File: src/rtl/core/pmgd_pkg.sv
// Package for the point-mass gravity derivative core.
// Holds field widths, the fixed-point scaling, reset values and the side-data type.
// No dependencies.
package pmgd_pkg;

    // Default and largest coordinate width in bits.
    localparam int COORD_WIDTH_DEF = 32;
    localparam int COORD_WIDTH_MAX = 48;

    // Fixed field widths.
    localparam int POS_W = 32;
    localparam int VEL_W = 32;
    localparam int ACC_W = 48;
    localparam int GP_W  = 50;

    // Acceleration is scaled by 2^FRAC_W.
    localparam int FRAC_W = 32;
    // Quotient bits kept by the divider (one above the acceleration range).
    localparam int QUOT_W = ACC_W + 1;
    // Partial-product chunk of the multipliers.
    localparam int MUL_CHUNK = 32;

    localparam logic [GP_W-1:0] GP_RESET = GP_W'(64'd398600441800000);

    localparam logic [ACC_W-1:0] ACC_POS_MAX = {1'b0, {(ACC_W-1){1'b1}}};
    localparam logic [ACC_W-1:0] ACC_NEG_MAX = {1'b1, {(ACC_W-1){1'b0}}};

    // Data that travels beside the arithmetic.
    typedef struct packed {
        logic [2:0][VEL_W-1:0] vel;
        logic [2:0]            neg;
        logic                  zero;
    } t_side;

endpackage

File: src/rtl/core/pmgd_mul.sv
// Two-stage unsigned multiplier built from 32 by 32 partial products.
// Uses pmgd_pkg for the chunk size.
module pmgd_mul
    import pmgd_pkg::*;
#(
    parameter int AW = 32,
    parameter int BW = 32
) (
    input  logic             i_clk,
    input  logic             i_en,
    input  logic [AW-1:0]    i_a,
    input  logic [BW-1:0]    i_b,
    output logic [AW+BW-1:0] o_p
);

    localparam int NA = (AW + MUL_CHUNK - 1) / MUL_CHUNK;
    localparam int NB = (BW + MUL_CHUNK - 1) / MUL_CHUNK;
    localparam int PW = (NA + NB) * MUL_CHUNK;

    logic [NA*MUL_CHUNK-1:0]   a_pad;
    logic [NB*MUL_CHUNK-1:0]   b_pad;
    logic [2*MUL_CHUNK-1:0]    r_pp [NA*NB];
    logic [PW-1:0]             n_sum;
    logic [AW+BW-1:0]          r_p;

    assign a_pad = (NA*MUL_CHUNK)'(i_a);
    assign b_pad = (NB*MUL_CHUNK)'(i_b);

    // First stage: the partial products.
    always_ff @(posedge i_clk) begin
        if (i_en) begin
            for (int i = 0; i < NA; i++) begin
                for (int j = 0; j < NB; j++) begin
                    r_pp[i*NB+j] <= (2*MUL_CHUNK)'(a_pad[i*MUL_CHUNK +: MUL_CHUNK])
                                  * (2*MUL_CHUNK)'(b_pad[j*MUL_CHUNK +: MUL_CHUNK]);
                end
            end
        end
    end

    // Second stage: shift and add the partial products.
    always_comb begin
        n_sum = '0;
        for (int i = 0; i < NA; i++) begin
            for (int j = 0; j < NB; j++) begin
                n_sum = n_sum + (PW'(r_pp[i*NB+j]) << ((i + j) * MUL_CHUNK));
            end
        end
    end

    always_ff @(posedge i_clk) begin
        if (i_en) begin
            r_p <= n_sum[AW+BW-1:0];
        end
    end

    assign o_p = r_p;

endmodule

File: config.mk
export PLATFORM = sky130hd
export DESIGN_NAME = pmgd_mul
export DESIGN_NICKNAME = d
export VERILOG_FILES = /design/src/rtl/core/pmgd_pkg.sv /design/src/rtl/core/pmgd_mul.sv
export SDC_FILE = /design/constraint.sdc
export NUM_CORES = 2
export LEC_CHECK = 0
export BUFFER_PORTS_ARGS = -buffer_cell sky130_fd_sc_hd__buf_2
export CAP_MARGIN = 5
export CORE_ASPECT_RATIO = 0.8
export CORE_MARGIN = 5
export CORE_UTILIZATION = 35
export DETAILED_ROUTE_END_ITERATION = 16
export GPL_ROUTABILITY_DRIVEN = 0
export PLACE_DENSITY_LB_ADDON = 0.05
export SETUP_SLACK_MARGIN = 0.5
export SLEW_MARGIN = 40
export SYNTH_ARGS = -nofsm -noshare
export SYNTH_HDL_FRONTEND = slang
export SYNTH_SLANG_ARGS = --single-unit
File: constraint.sdc
create_clock -name i_clk -period 9.3 [get_ports i_clk]
set_input_delay 1.395 -clock i_clk [delete_from_list [all_inputs] [get_ports i_clk]]
set_output_delay 1.395 -clock i_clk [all_outputs]
set_load 0.005 [all_outputs]
======== Word level (Yosys, flattened, before mapping) ========
Memories as Yosys holds them, arrays and structs flattened. A register that Yosys moved wholly into a read port is not among the register bits.
Cells that the tools add are included.
W data, S select, Z words.
operators by class
  multipliers ............................. 1
  muxes and demuxes ....................... 2
operators with widths
  kind              count
  $mul A32 B32 Y64  1
  $mux W1           2
word-level totals
  register bits ........................... 0
  memory bits (writable) .................. 64
  logic and storage cells ................. 4
  memories kept ........................... 1
memories
  name  words  bits a word  rd ports  clocked after memory_dff  write ports  line            text
  r_pp  1      64           1         1                         1            pmgd_mul.sv:22  logic [2*MUL_CHUNK-1:0] r_pp [NA*NB];

======== Depth between registers and ports, before layout ========
  depth after elaboration ................. 2
  gate-level depth with buffers ........... 29
  mapped depth without buffers ............ 28

======== Worst setup path after synthesis ========
OpenSTA, ideal clock, no wires.
  path kind ............................... in2reg
  start point ............................. input port i_b[9]
  end point ............................... memory r_pp[0][60] (netlist bit) (data pin)
  arrival ................................. 8.454 ns
  required time ........................... 9.038 ns
  slack ................................... 0.584 ns
  cell stages on the path ................. 26
  path through ............................ clkbuf_1 nand2_1 fa_1 inv_1 fa_1 inv_1 fa_1 inv_1 fa_1 fa_1 fa_1 fa_1 inv_1 fa_1 inv_1 ha_1 and3_1 and3_2 and2_4 a2111o_1 a32oi_1 a31oi_1 a221o_1 a221oi_1 o21ai_1 xor2_1
between the ends
  longest elaborated chain between the ends .. 1
RTL lines
  element             line            text
  start: declaration  pmgd_mul.sv:12  input logic [BW-1:0] i_b,
  $mul A32 B32 Y64    pmgd_mul.sv:35  * (2*MUL_CHUNK)'(b_pad[j*MUL_CHUNK +: MUL_CHUNK]);
  end: declaration    pmgd_mul.sv:22
Every way passes these cells.

======== Worst setup path after layout ========
  start point ............................. input port i_b[19]
  end point ............................... memory r_pp[0][60] (netlist bit) (data pin)
Same word-level chain as after synthesis.

==> run summary <==
Unrepaired setup endpoints after global routing: true
CTS Buf Count: 17
Period utilisation layout: 0.931
Largest net degree at the start of global routing: 67
Crit end category: flop
Die area: 0.113 mm2
Final #Nets: 5,120
Die height: 301 um
Max FO, Critical Path: 14
Worst path depth: 25
Die width: 374 um
Critical path's largest stage delay: 560 ps
Synthesized area: 0.0371 mm2
Util after Layout: 0.388
Placed cell area: 0.0400 mm2
Most frequent cells in the layout: fa_1, inv_1, and2_1
Drt wl/cell: 21.0 um
RR Endpoint: o_p[60]$_DFFE_PP_
Via count: 24.8k
Detail Route Antenna Nets: 0
Crit path buf inv count: 5
Post-synth ARST share: 0
Largest area contributor in the synthesized netlist: fa_1
Core Region: 0.105 mm2
HPWL after DPL: 97,400 um
Number of synthesized flops with an enable pin: 128
Syn_area_per_cell: 9.79 um2
Grt total ovfl: 0
Top FF cell, synth: edfxtp_1
Max-slew violation count: 0
Reg clk slew, reported paths: 60 ps
Slew margin rel.: 0.565
Most frequent CP cell: fa_1
CP arrival: 8830 ps
TritonCTS clock tree: done
Synthesis-to-finish area growth: 9.73%
Max Cap Viol: 0
Fmax: 0.115 GHz
Worst hold endpoint: o_p[35]$_DFFE_PP_
Synth warn: 0
Hold Crit Class: flop to flop
Clk_lat worst skew: 430 ps
R2r setup slk: 8470 ps
Synth top area cells: fa_1, edfxtp_1, and2_1
Register area share after synthesis: 0.104
Vias per cell: 4.66
Outcome: complete, no violations
Syn_nets: 5,016
Num Clock Sinks: 128
DR DRC count: 0
Initial drt markers: 1,262
Share of layout cells above drive strength 1: 0.0906
Final hold violation count: 0
IO Pins: 130
CTS root buf: clkbuf_16
Top-area cell type share of the netlist area: 0.483
Vias in the first global route: 27.7k
WL final: 111,000 um
First-pass GRT wire length: 177,000 um
Worst setup path class: input port to flop
CP max-delay cell: fa_1
R2R depth: 0
Count of input and output buffers: 129
H-tree Lvls: 4
Worst-Margin Slew: 653 ps
Required time of the worst setup path: 9470 ps
Max clock buf depth: 2
Yosys reg bits: 128
Post-route cell area: 0.0407 mm2
Initial Utilization: 0.354
Initial antenna violation count: 6
# rows: 106
Hold wc startpoint: r_pp[0][35]$_DFFE_PP_
Final setup viols: 0
DRT Pass-1 Iters: 5
Synth Instances: 3,791
Setup crit start kind: input port
Hold depth: 0
Clock period minus worst slack: 8660 ps
GRT Overall Usage: 0.205
Critical R2R Launch: r_pp[0][60]$_DFFE_PP_
Cell family with most CP delay: adder cells
Cell variety after synth: 71
Commonest non-fill, non-tap cell in the layout: fa_1
Clk_skew: 12.4 ps
## per-stage QoR
stage / hold slack, ps / setup WS [ps] / instances / setup TNS (ps)
floorplan: 400 / 584 / 3791 / 0
global placement: 400 / -17.7 / 5279 / -17.7
detailed placement: 405 / -56.5 / 5279 / -72.0
CTS: 412 / 458 / 5310 / 0
global route: 422 / 466 / 5311 / 0
finish: 412 / 638 / 5313 / 0
## Yosys cell counts (2+ instances only)
| cell type | count |
|---|---|
| a211o_1 | 2 |
| a211oi_1 | 4 |
| a21o_1 | 32 |
| a21o_2 | 2 |
| a21oi_1 | 65 |
| a221oi_1 | 2 |
| a31oi_1 | 15 |
| and2_1 | 599 |
| and3_1 | 8 |
| buf_4 | 4 |
| clkbuf_1 | 204 |
| clkbuf_8 | 3 |
| edfxtp_1 | 128 |
| fa_1 | 896 |
| ha_1 | 263 |
| inv_1 | 861 |
| nand2_1 | 473 |
| nand2b_1 | 3 |
| nand3_1 | 10 |
| nand4_1 | 18 |
| nor2_1 | 31 |
| nor2b_1 | 3 |
| nor3_1 | 7 |
| o21a_1 | 4 |
| o21ai_0 | 36 |
| o21ai_1 | 4 |
| o21bai_1 | 9 |
| o31ai_1 | 2 |
| xnor2_1 | 35 |
| xor2_1 | 27 |
## flip-flops by register name (all words and copies together) (netlist names)
register and cells:
o_p 64, r_pp 64
## worst max-delay path by stage
stage	from	end	slack, ps
after floorplan	i_b[9]	r_pp[0][60]$_DFFE_PP_	580
after CTS	i_b[12]	r_pp[0][60]$_DFFE_PP_	460
final	i_b[19]	r_pp[0][60]$_DFFE_PP_	640
after global placement	i_a[8]	r_pp[0][62]$_DFFE_PP_	-20
after global routing	i_a[17]	r_pp[0][60]$_DFFE_PP_	470
after detailed placement	i_a[17]	r_pp[0][60]$_DFFE_PP_	-60
## area by class of cell
class | count | area, um2
tap | 1404 | 1760
clock buffer | 18 | 429
clock inverter | 13 | 123
antenna | 2 | 5.00
timing repair buffer | 299 | 2150
sequential | 128 | 3840
multi-input combinational | 2588 | 29200
inverter | 861 | 3230
fill | 10700 | 64200
## repair_timing
action	4_1_cts	5_1_grt
endpoints found under the setup margin	4	8
hold buffers	0	0
pin swaps	0	4
gates resized for setup	10	36
endpoints found under the hold margin	0	0
cloned	0	0
setup buffers	0	1
## metal layers
layer	routed length, um	part of all wire	GRT usage	up-vias
li1	-	-	-	11300
met1	55700	0.50	0.310	13000
met2	50300	0.45	0.323	451
met3	4900	0.044	0.0332	27
met4	449	0.0040	0.0148	2
met5	54	0.00048	0.00386	-
## cell families (layout without fill, tap and decap cells)
family,Yosys count,in the layout,share of synthesized area
AO/OA/AOI/OAI,202,202,0.0358
XOR/XNOR,62,62,0.0146
adder cells (fa/ha/maj),1159,1159,0.572
buffers and inverters,1075,1191,0.111
flip-flops,128,128,0.104
multiplexers,1,1,0.000270
other,0,2,0
AND/OR/NAND/NOR,1164,1164,0.162
Power is not shown: default switching activity piles up to over one toggle a cycle in this logic, so the estimate is an artifact.
